`src/rtl/core/tmg_pkg.sv`:
```
// ----------------------------------------------------------------------------
// tmg_pkg
// Shared types and constants for the trapezoidal motion generator.
// ----------------------------------------------------------------------------
package tmg_pkg;

   localparam int POS_W = 32;
   localparam int SPD_W = 28;
   localparam int LIM_W = 27;
   localparam int ACC_W = 28;
   localparam int DT_W  = 13;

   typedef enum logic [1:0] {
      MODE_IDLE = 2'd0,
      MODE_MOVE = 2'd1,
      MODE_JOG  = 2'd2
   } mode_type;

   typedef enum logic [2:0] {
      ACT_TICK = 3'd0,
      ACT_MOVE = 3'd1,
      ACT_JOG  = 3'd2,
      ACT_STOP = 3'd3,
      ACT_SYNC = 3'd4
   } action_type;

   typedef enum logic [2:0] {
      CSR_DEFAULT_ACCEL = 3'd0,
      CSR_JOG_ACCEL     = 3'd1,
      CSR_SOFT_MIN      = 3'd2,
      CSR_SOFT_MAX      = 3'd3,
      CSR_TICK_PERIOD   = 3'd4
   } csr_index_type;

   typedef enum logic [3:0] {
      ST_IDLE,
      ST_CMD,
      ST_ERR,
      ST_SQRT,
      ST_DV,
      ST_SPEED,
      ST_DP,
      ST_POS,
      ST_CLAMP,
      ST_OUT
   } state_type;

   // controller to datapath
   typedef struct packed {
      logic load;      // capture input item, apply command
      logic err;       // compute error / arrival check
      logic sqrt_go;   // start root unit
      logic sqrt_step; // one root iteration
      logic dv;        // dv = a*dt
      logic speed;     // slew speed
      logic dp;        // dp = v*dt
      logic pos;       // integrate position
      logic clamp;     // soft limits
   } dp_cmd_type;

   // datapath to controller
   typedef struct packed {
      logic       enabled;
      mode_type   mode;
      logic       arrive;
      logic       sqrt_done;
   } dp_status_type;

endpackage

```
`src/rtl/core/tmg_ctrl.sv`:
```
// ----------------------------------------------------------------------------
// tmg_ctrl
// Sequencer that steps the datapath through one control tick.
// ----------------------------------------------------------------------------
module tmg_ctrl import tmg_pkg::*; (
   input  logic          clock,
   input  logic          reset,
   input  logic          req_valid,
   output logic          req_ready,
   output logic          rsp_valid,
   input  logic          rsp_ready,
   input  dp_status_type status,
   output dp_cmd_type    cmd
);

   state_type state_ff, state_in;

   always_ff @(posedge clock) begin
      if (reset) begin
         state_ff <= ST_IDLE;
      end else begin
         state_ff <= state_in;
      end
   end

   always_comb begin
      state_in = state_ff;
      case (state_ff)
         ST_IDLE:  if (req_valid) state_in = ST_CMD;
         ST_CMD: begin
            if (!status.enabled || status.mode == MODE_IDLE) state_in = ST_OUT;
            else if (status.mode == MODE_JOG) state_in = ST_DV;
            else state_in = ST_ERR;
         end
         ST_ERR:   state_in = status.arrive ? ST_OUT : ST_SQRT;
         ST_SQRT:  if (status.sqrt_done) state_in = ST_DV;
         ST_DV:    state_in = ST_SPEED;
         ST_SPEED: state_in = ST_DP;
         ST_DP:    state_in = ST_POS;
         ST_POS:   state_in = ST_CLAMP;
         ST_CLAMP: state_in = ST_OUT;
         ST_OUT:   if (rsp_ready) state_in = ST_IDLE;
         default:  state_in = ST_IDLE;
      endcase
   end

   always_comb begin
      cmd       = '0;
      req_ready = 1'b0;
      rsp_valid = 1'b0;
      case (state_ff)
         ST_IDLE: begin
            req_ready = 1'b1;
            cmd.load  = req_valid;
         end
         ST_ERR: begin
            cmd.err     = 1'b1;
            cmd.sqrt_go = 1'b1;
         end
         ST_SQRT:  cmd.sqrt_step = 1'b1;
         ST_DV:    cmd.dv = 1'b1;
         ST_SPEED: cmd.speed = 1'b1;
         ST_DP:    cmd.dp = 1'b1;
         ST_POS:   cmd.pos = 1'b1;
         ST_CLAMP: cmd.clamp = 1'b1;
         ST_OUT:   rsp_valid = 1'b1;
         default: begin
         end
      endcase
   end

   assert property (@(posedge clock) disable iff (reset)
      (req_valid && req_ready) |=> state_ff == ST_CMD)
      else $error("accept did not start a tick");
   assert property (@(posedge clock) disable iff (reset)
      !(req_ready && rsp_valid))
      else $error("input taken while result pending");
   assert property (@(posedge clock) disable iff (reset)
      (rsp_valid && !rsp_ready) |=> rsp_valid)
      else $error("result dropped");

endmodule

```
`config.mk`:
```
export PLATFORM = sky130hd
export DESIGN_NAME = tmg_ctrl
export DESIGN_NICKNAME = d
export VERILOG_FILES = /design/src/rtl/core/tmg_pkg.sv /design/src/rtl/core/tmg_ctrl.sv
export SDC_FILE = /design/constraint.sdc
export NUM_CORES = 1
export LEC_CHECK = 0
export ABC_AREA = 1
export BUFFER_PORTS_ARGS = -buffer_cell sky130_fd_sc_hd__buf_2
export CORE_AREA = 2 2 39 41
export DETAILED_ROUTE_END_ITERATION = 6
export DIE_AREA = 0 0 41 43
export PLACE_DENSITY = 0.55
export RECOVER_POWER = 25
export REMOVE_ABC_BUFFERS = 1
export SLEW_MARGIN = 20
export SYNTH_ARGS = -nofsm -noshare
export SYNTH_HDL_FRONTEND = slang
export SYNTH_SLANG_ARGS = --single-unit
```
`constraint.sdc`:
```
create_clock -name clock -period 1.2 [get_ports clock]
set_input_delay 0.24 -clock clock [delete_from_list [all_inputs] [get_ports clock]]
set_output_delay 0.24 -clock clock [all_outputs]
set_load 0.01 [all_outputs]
```
Yosys cells after proc, flatten, opt, wreduce, memory -nomap -nowiden
Cells that the tools add are included.
{"block": "classes", "n_lt_le_gt_ge": 0, "reduce_logical": 5, "n_mux": 17, "multipliers": 0, "div": 0, "bitwise_logic": 0, "addsub": 0, "shift": 0, "n_eq_ne": 13}
{"cell": "case mux 4 bit (10 select lines)", "n": 1}
{"cell": "2-to-1 mux 4 bit", "n": 5}
{"cell": "== test 4 x 3 -> 1 bit (second input constant)", "n": 4}
{"cell": "2-to-1 mux 1 bit", "n": 9}
{"cell": "== test 4 x 2 -> 1 bit (second input constant)", "n": 2}
{"cell": "== test 4 bit (second input constant)", "n": 2}
{"cell": "!= test 2 bit (second input constant)", "n": 3}
{"cell": "== test 4 x 1 -> 1 bit (second input constant)", "n": 1}
{"cell": "logical NOT 4 bit", "n": 1}
{"cell": "2-to-1 mux 3 bit", "n": 1}
{"cell": "AND reduction 3 bit", "n": 1}
{"cell": "== test 2 bit (second input constant)", "n": 1}
{"cell": "logical NOT 2 bit", "n": 1}
{"cell": "2-to-1 mux 2 bit", "n": 1}
{"cell": "logical NOT 1 bit", "n": 1}
{"cell": "logical OR 1 bit", "n": 1}
{"block": "totals", "ram_bits": 0, "rom_bits": 0, "wordCells": 36, "latchBits": 0, "input_bits": 9, "output_inout_bits": 11, "memories": 0, "ff_bits": 4}

Longest topological paths before layout
Gate-level depths: netlist of run 1.
{"block": "depth", "depth_word": 4, "ltp_mapped": 8, "depth_no_buf": 8}

Worst setup path after synthesis of run 1
No wires, ideal clock.
{"block": "synth_timing", "path_kind": "flip-flop to output port", "start": "reg state_ff[0]", "end": "out cmd[7] (netlist bit)", "path_stages_with_launch": 5, "path_slack_ps": 129, "t_arrival_ps": 831, "path_buffers": 1, "required_time_ps": 960, "path_cell_list": "dfxtp_1 > inv_2 > nand2_1 > nor2_2 > buf_4"}
{"element": "start, declared", "line": "tmg_ctrl.sv:16", "rtl": "state_type state_ff, state_in;"}
{"element": "start signal, assigned", "line": "tmg_ctrl.sv:22", "rtl": "state_ff <= state_in;"}
{"element": "end, declared", "line": "tmg_ctrl.sv:13", "rtl": "output dp_cmd_type cmd"}

==> results of run 1 <==
-- layout make-up --
class	instances	area [sq um]
repair buffers	24	174
fillers	136	663
multi-input cells	47	352
inverters	10	57.6
clock buffers	3	22.5
flip-flops and latches	4	95.1
well taps	16	20.0
-- final timing paths --
path / startpoint / endpoint / cells after the start
worst max-delay path: state_ff[0] / cmd[6] / 4
worst min-delay path: reset / state_ff[2] / 2
worst max register to register: state_ff[2] / state_ff[2] / 9
worst min register to register: state_ff[1] / state_ff[0] / 4
-- repair_timing --
action	in CTS	in global routing
pin swaps	7	4
hold buffers	0	0
gates resized for setup	31	18
buffers inserted	5	0
setup endpoints to repair	11	14
cloned	0	0
hold endpoints to repair	0	0
-- per-layer routing --
| metal | global-route usage | vias up |
|---|---|---|
| met4 | 0.0933 | 0 |
| met1 | 0.199 | 243 |
| met2 | 0.284 | 6 |
| met5 | 0 | - |
| li1 | - | 250 |
| met3 | 0 | 2 |
-- cell usage after synthesis, drive strengths merged --
cell / instances / area [sq um]
nand2: 17 / 81.3
nor2: 15 / 68.8
inv: 10 / 37.5
nand3: 6 / 30.0
dfxtp: 4 / 80.1
a21oi: 3 / 18.8
nand4: 2 / 12.5
o21ai: 2 / 10.0
and2b: 1 / 7.51
buf: 1 / 7.51
nor3: 1 / 5.00
-- cell families after synthesis --
family	count (synthesis)
AOI/OAI and AO/OA	5
buffers and inverters	11
DFF	4
and+or+nand+nor	42
-- critical path: cells and delay by family (launching register included) --
family,cells,cell delay (ns)
AND/OR/NAND/NOR,2,0.24
flip-flops,1,0.36
buffers and inverters,2,0.20
-- stage by stage --
| step | power, mW | setup TNS, ns |
|---|---|---|
| CTS | 0.749 | -0.526 |
| detailed placement | 0.437 | 0 |
| finish | 0.824 | -0.646 |
| global placement | 0.435 | 0 |
| floorplan | 0.354 | 0 |
| global route | 0.873 | -1.13 |
-- power breakdown --
| part | internal [mW] | total [mW] | leakage [nW] | switching [mW] |
|---|---|---|---|---|
| combinational | 0.209 | 0.464 | 0.279 | 0.254 |
| clock | 0.112 | 0.165 | 0.0138 | 0.0531 |
| sequential | 0.156 | 0.195 | 0.0356 | 0.0398 |
==> impl_results.md, run 1 <==
- Count of cell types in the netlist: 16
- Critical Path Fanout Max: 4
- Residual DRC: 0
- Worst setup slack after placement: 0.0488 ns
- M1 wire length: 457 um
- Most frequent cells in the layout: buf_2, nor2_4, nand2_1
- Setup violators final: 10
- Sink Count: 4
- Startpoint types: flop
- Cell area after layout: 721 sq um
- Simple-Gate Fraction of Synth Area: 0.571
- Die H: 43 um
- CTS root buf: clkbuf_4
- # IOs: 20
- Post-synthesis mux area share: 0
- DRT iter0 DRCs: 6
- Max stage delay on crit path: 0.36 ns
- Via count: 501
- Post-synthesis to final-layout area growth: 101%
- Cell count after placement: 96
- Critical path data arrival time: 1.04 ns
- Clock latency on the worst-skew pair: 0.23 ns
- Share of layout cells above drive strength 1: 0.659
- Met2 WL: 773 um
- Fin. Hold Viols: 0
- WL met3: 11 um
- Die X-Extent: 41 um
- Commonest non-fill, non-tap cell in the layout: buf_2
- Ys Warns: 0
- Final core occ: 0.521
- Dpl cell area: 467 sq um
- Final Wtd Congestion: 0.809
- Vias in the first global route: 498
- Failing checks: setup timing
- Max-cap violation count: 0
- GR Util All Layers: 0.168
- Clk buf depth: 2
- Final critical-path share of the clock period: 1.06
- First-pass GRT wire length: 2.04 mm
- Lkg Pwr: 0.329 nW
- Power Density: 1140 mW/mm^2
- Final setup margin: -0.0771 ns
- Critical Path RT: 0.96 ns
- Die Area: 0.00176 sq mm
- Starting Density: 0.259
- Outcome: complete, but fails checks
- Hold Path Class: input pin to flop
- Post-synthesis xor/xnor area fraction: 0
- IO buf count: 19
- Synth Area in Adders: 0
- Sequential-to-total area share from yosys stat: 0.223
- Max frequency: 783 MHz
- Num CTS Buffers: 3
- Main combinational cell family by area after synthesis: simple AND/OR/NAND/NOR gates
- Final non-filler cell total: 104
- Largest register FFs: 4
- Final min period: 1.28 ns
- Initial antenna violation count: 0
- Reg clk slew, reported paths: 0.04 ns
- Cells after synthesis: 62
- Clock Skew: 0.000725 ns
- # diodes: 0
- CP endpoint kind: primary output
- Crit path cell chain: inv_6 > nand2_2 > nor2_4 > buf_6
- Synth Area in Compound Gates: 0.0801
- FF+latch count, synth: 4
- Final nets: 99
- Worst hold slack: 0.191 ns
- Slew HR: 0.869
- GRT Residual Overflow: 0
- Critical path class: flop to primary output
- RSZ-0062 raised after global routing: true
- Dpl hpwl: 828 um
- Top flop regs: state_ff x4
- Largest net degree at the start of global routing: 7
- Avg Cell Area, Syn: 5.79 sq um
- Largest Register: state_ff
- Total routed wirelength: 1.25 mm
- Final Slew Violations: 0
- Synthesized area: 359 sq um
- Core footprint: 0.00138 sq mm
- H-tree levels: 1
- Slew @ Worst Pin: 0.194 ns
- VDD IR-drop max: 755 uV
- DR vias/cell: 4.82
- WL/cell: 12.0 um
- CTS tree: yes
- Rows: 14
- DR top layer: met4
- Residual antenna-violating net count after detailed routing: 0
- Setup slack on the worst flop-to-flop path: 0.02 ns
- Slowest stage cell on the critical path: dfxtp_4
- Length of the first detailed-routing pass in iterations: 4
No activity file was read; power rests on OpenSTA's default activity.
==> run 2, diff against run 1 <==
- CORE_AREA: 2 2 39 41 -> 3 3 40 42
- DIE_AREA: 0 0 41 43 -> 0 0 43 45
- PLACE_DENSITY: 0.55 -> 0.58
==> impl_results.md, run 2 (same netlist as run 1, synthesis figures left out) <==
- Share of layout cells above drive strength 1: 0.633
- Final nets: 101
- Clk buf depth: 2
- Top flop regs: state_ff x4
- Max frequency: 779 MHz
- Most frequent cells in the layout: buf_2, nand2_1, buf_4
- Critical path data arrival time: 1.04 ns
- Fillers: 126
- Buf/Inv on CP: 2
- # IOs: 20
- GR Util All Layers: 0.122
- Clock Skew: 0.00242 ns
- Power Density: 1180 mW/mm^2
- DRT iter0 DRCs: 5
- Final min period: 1.28 ns
- Initial antenna violation count: 0
- Final Slew Violations: 0
- Area of the multi-input gates: 309 sq um
- Startpoint types: flop
- Crit path max-delay family: flip-flops
- CTS tree: yes
- Core footprint: 0.00128 sq mm
- Setup TNS: -0.550 ns
- VDD IR-drop max: 653 uV
- Length of the first detailed-routing pass in iterations: 3
- Largest Register: state_ff
- # diodes: 0
- Final critical-path share of the clock period: 1.07
- Die Area: 0.00194 sq mm
- Critical path class: flop to primary output
- Residual antenna-violating net count after detailed routing: 0
- Residual DRC: 0
- Sink Count: 4
- Outcome: complete, but fails checks
- Hold Path Class: input pin to flop
- Fin. Hold Viols: 0
- Worst setup slack after placement: 0.0675 ns
- Dpl hpwl: 800 um
- Failing checks: setup timing
- Final setup margin: -0.0829 ns
- Slew @ Worst Pin: 0.167 ns
- Num CTS Buffers: 3
- GRT Residual Overflow: 0
- Rows: 13
- Final Wtd Congestion: 0.749
- DR vias/cell: 4.68
- Vias in the first global route: 471
- Commonest non-fill, non-tap cell in the layout: buf_2
- Lkg Pwr: 0.328 nW
- Setup violators final: 12
- Max-cap violation count: 0
- CTS root buf: clkbuf_4
- First-pass GRT wire length: 1.79 mm
- IO buf count: 19
- Critical Path RT: 0.96 ns
- Largest register FFs: 4
- Post-synthesis to final-layout area growth: 87.8%
- Reg clk slew, reported paths: 0.04 ns
- Flip-flop and latch area: 92.6 sq um
- Total routed wirelength: 1.23 mm
- H-tree levels: 1
- Largest net degree at the start of global routing: 6
- Starting Density: 0.279
- Max stage delay on crit path: 0.34 ns
- WL/cell: 11.7 um
- RSZ-0062 raised after global routing: true
- Die H: 45 um
- Critical Path Fanout Max: 4
- Crit path cell chain: inv_4 > nand2_2 > nor2_2 > buf_2
- Clock latency on the worst-skew pair: 0.23 ns
- Via count: 491
- Slowest stage cell on the critical path: dfxtp_2
- Slew HR: 0.887
- CP endpoint kind: primary output
- Die X-Extent: 43 um
## run 2: timing repair
item	CTS	global route
endpoints found under the hold margin	0	0
pin swaps	4	6
setup buffers	5	2
hold buffers	0	0
cloned	0	0
endpoints found under the setup margin	11	15
resized for setup	20	16
## run 2: final cells by class
class | instances | share of cell area
well taps | 15 | 0.0278
flip-flops and latches | 4 | 0.137
clock buffers | 3 | 0.0334
multi-input cells | 47 | 0.458
inverters | 10 | 0.0779
repair buffers | 26 | 0.265
## run 2: layer usage
| layer | global-route usage | vias to the layer above | wire, um |
|---|---|---|---|
| met2 | 0.234 | 18 | 663 |
| met3 | 0.0398 | 2 | 75 |
| met4 | 0.0361 | 0 | 19 |
| met1 | 0.128 | 220 | 474 |
| li1 | - | 251 | - |
| met5 | 0 | - | 0 |
## run 2: through the flow
step	cell area (sq um)	hold WS, ns	total power, mW	cells	util
final	674	0.200	0.793	105	0.525
after CTS	597	0.190	0.722	103	0.464
after detailed placement	465	0.450	0.432	95	0.362
after global routing	674	0.202	0.846	105	0.525
after global placement	465	0.448	0.433	95	0.362
after floorplan	352	0.312	0.354	61	-
## run 2: path summary, 6_finish.rpt
kind / start / end / slack [ns] / cells after the start
max: state_ff[3] / cmd[2] / -0.08 / 4
min reg2reg: state_ff[3] / state_ff[0] / 0.72 / 5
min: reset / state_ff[2] / 0.20 / 2
max reg2reg: state_ff[3] / state_ff[3] / 0 / 8
## run 2: report_power, final
| group | switching (mW) | internal [mW] | leakage [nW] |
|---|---|---|---|
| Combinational | 0.238 | 0.200 | 0.279 |
| Sequential | 0.0339 | 0.154 | 0.0353 |
| Clock | 0.0554 | 0.112 | 0.0138 |
| Total | 0.327 | 0.466 | 0.328 |
==> run 3, diff against run 2 <==
- CAP_MARGIN: not set -> 20
- CTS_BUF_LIST: not set -> sky130_fd_sc_hd__clkbuf_16
==> impl_results.md, run 3 (same netlist as run 1, synthesis figures left out) <==
- Outcome: complete, but fails checks
- Failing checks: setup timing
- Fin. Hold Viols: 0
- Final Wtd Congestion: 0.749
- DRT iter0 DRCs: 9
- Clk buf depth: 2
- Dpl hpwl: 800 um
- Reg clk slew, reported paths: 0.03 ns
- CTS tree: yes
- Max frequency: 797 MHz
- Sink Count: 4
- GRT Residual Overflow: 0
- Clock share of power: 0.452
- Startpoint types: flop
- # diodes: 0
- Cell count after placement: 95
- Hold path startpoint: reset
- Final critical-path share of the clock period: 1.05
- Clock Skew: 0.00150 ns
- Power Density: 1520 mW/mm^2
- Most frequent cells in the layout: buf_2, nand2_1, buf_4
- Area of the multi-input gates: 304 sq um
- IO buf count: 19
- Slew HR: 0.884
- NetSw: 0.337 mW
- Core footprint: 0.00128 sq mm
- Vias in the first global route: 477
- Path depth of the worst reg2reg path: 9
- Largest net degree at the start of global routing: 6
- Internal Power: 0.774 mW
- Largest Register: state_ff
- Total routed wirelength: 1.24 mm
- RSZ-0062 raised after global routing: true
- Seq pwr share: 0.168
- Top flop regs: state_ff x4
- Length of the first detailed-routing pass in iterations: 4
- Die Area: 0.00194 sq mm
- Num CTS Buffers: 3
- Critical path data arrival time: 1.01 ns
- GR Util All Layers: 0.127
- Critical Path RT: 0.96 ns
- Final nets: 102
- Final Slew Violations: 0
- Residual antenna-violating net count after detailed routing: 0
- First-pass GRT wire length: 1.87 mm
- Commonest non-fill, non-tap cell in the layout: buf_2
- DR vias/cell: 4.71
- Fillers: 119
- Critical path class: flop to primary output
- Flip-flop and latch area: 95.1 sq um
- Final non-filler cell total: 106
- Die H: 45 um
- CP startpoint: state_ff[0]
- Die X-Extent: 43 um
- Hold depth: 2
- CP endpoint kind: primary output
- Hold Path Class: input pin to flop
- Slew @ Worst Pin: 0.173 ns
- Reg2reg start: state_ff[1]
- Residual DRC: 0
- VDD IR-drop max: 1110 uV
- Initial antenna violation count: 0
- Max-cap violation count: 0
- CTS root buf: clkbuf_16
- Setup violators final: 9
- Rows: 13
- Share of layout cells above drive strength 1: 0.637
- Final setup margin: -0.0545 ns
- Sw Ratio: 0.303
- Final min period: 1.25 ns
- Largest register FFs: 4
- Comb pwr share: 0.380
- H-tree levels: 1
- Critical Path Fanout Max: 4
- Post-synthesis to final-layout area growth: 103%
- PnR Total Power: 1.11 mW
- WL/cell: 11.7 um
- # IOs: 20
- Starting Density: 0.279
- Via count: 499
- Clock latency on the worst-skew pair: 0.22 ns
- Lkg Pwr: 0.353 nW
-- run 3: area by class of cell --
cell class,count,area share
multi-input cells,47,0.417
repair buffers,27,0.256
flip-flops and latches,4,0.130
clock buffers,3,0.103
inverters,10,0.0686
well taps,15,0.0257
-- run 3: final timing paths --
kind | endpoint | slack [ns]
max reg2reg | state_ff[2] | 0.02
min | state_ff[2] | 0.21
min reg2reg | state_ff[0] | 0.71
max | cmd[8] | -0.05
-- run 3: metal layers --
layer	track usage	up-vias	part of all wire
met1	0.132	232	0.42
met5	0	-	0
met4	0.0181	0	0
li1	-	252	-
met2	0.254	15	0.53
met3	0.0398	0	0.049
-- run 3: critical path: stages, from the launching register on --
cell and delay, ns:
dfxtp_4 0.35, inv_4 0.08, nand2_4 0.08, nor3_2 0.15, buf_2 0.15
-- run 3: metrics by stage --
| stage | hold slack (ns) | cell area [sq um] | TNS [ns] | worst slack [ns] | utilization |
|---|---|---|---|---|---|
| floorplan | 0.312 | 352 | 0 | 0.139 | - |
| global placement | 0.448 | 465 | 0 | 0.0602 | 0.362 |
| detailed placement | 0.450 | 465 | 0 | 0.0675 | 0.362 |
| CTS | 0.215 | 671 | -0.328 | -0.0575 | 0.522 |
| global route | 0.220 | 729 | -0.982 | -0.0947 | 0.568 |
| finish | 0.214 | 729 | -0.340 | -0.0545 | 0.568 |
-- run 3: what timing repair did --
item,4_1_cts,5_1_grt
pin swaps,7,6
resized for setup,22,13
setup endpoints to repair,11,15
hold buffers,0,0
buffers inserted,7,1
-- run 3: power groups by stage --
stage | logic [mW] | registers (mW) | clock network, mW
2_1_floorplan | 0.185 | 0.169 | 0
3_3_place_gp | 0.262 | 0.171 | 0
3_5_place_dp | 0.260 | 0.171 | 0
4_1_cts | 0.369 | 0.174 | 0.514
5_1_grt | 0.456 | 0.190 | 0.525
6_report | 0.422 | 0.187 | 0.502
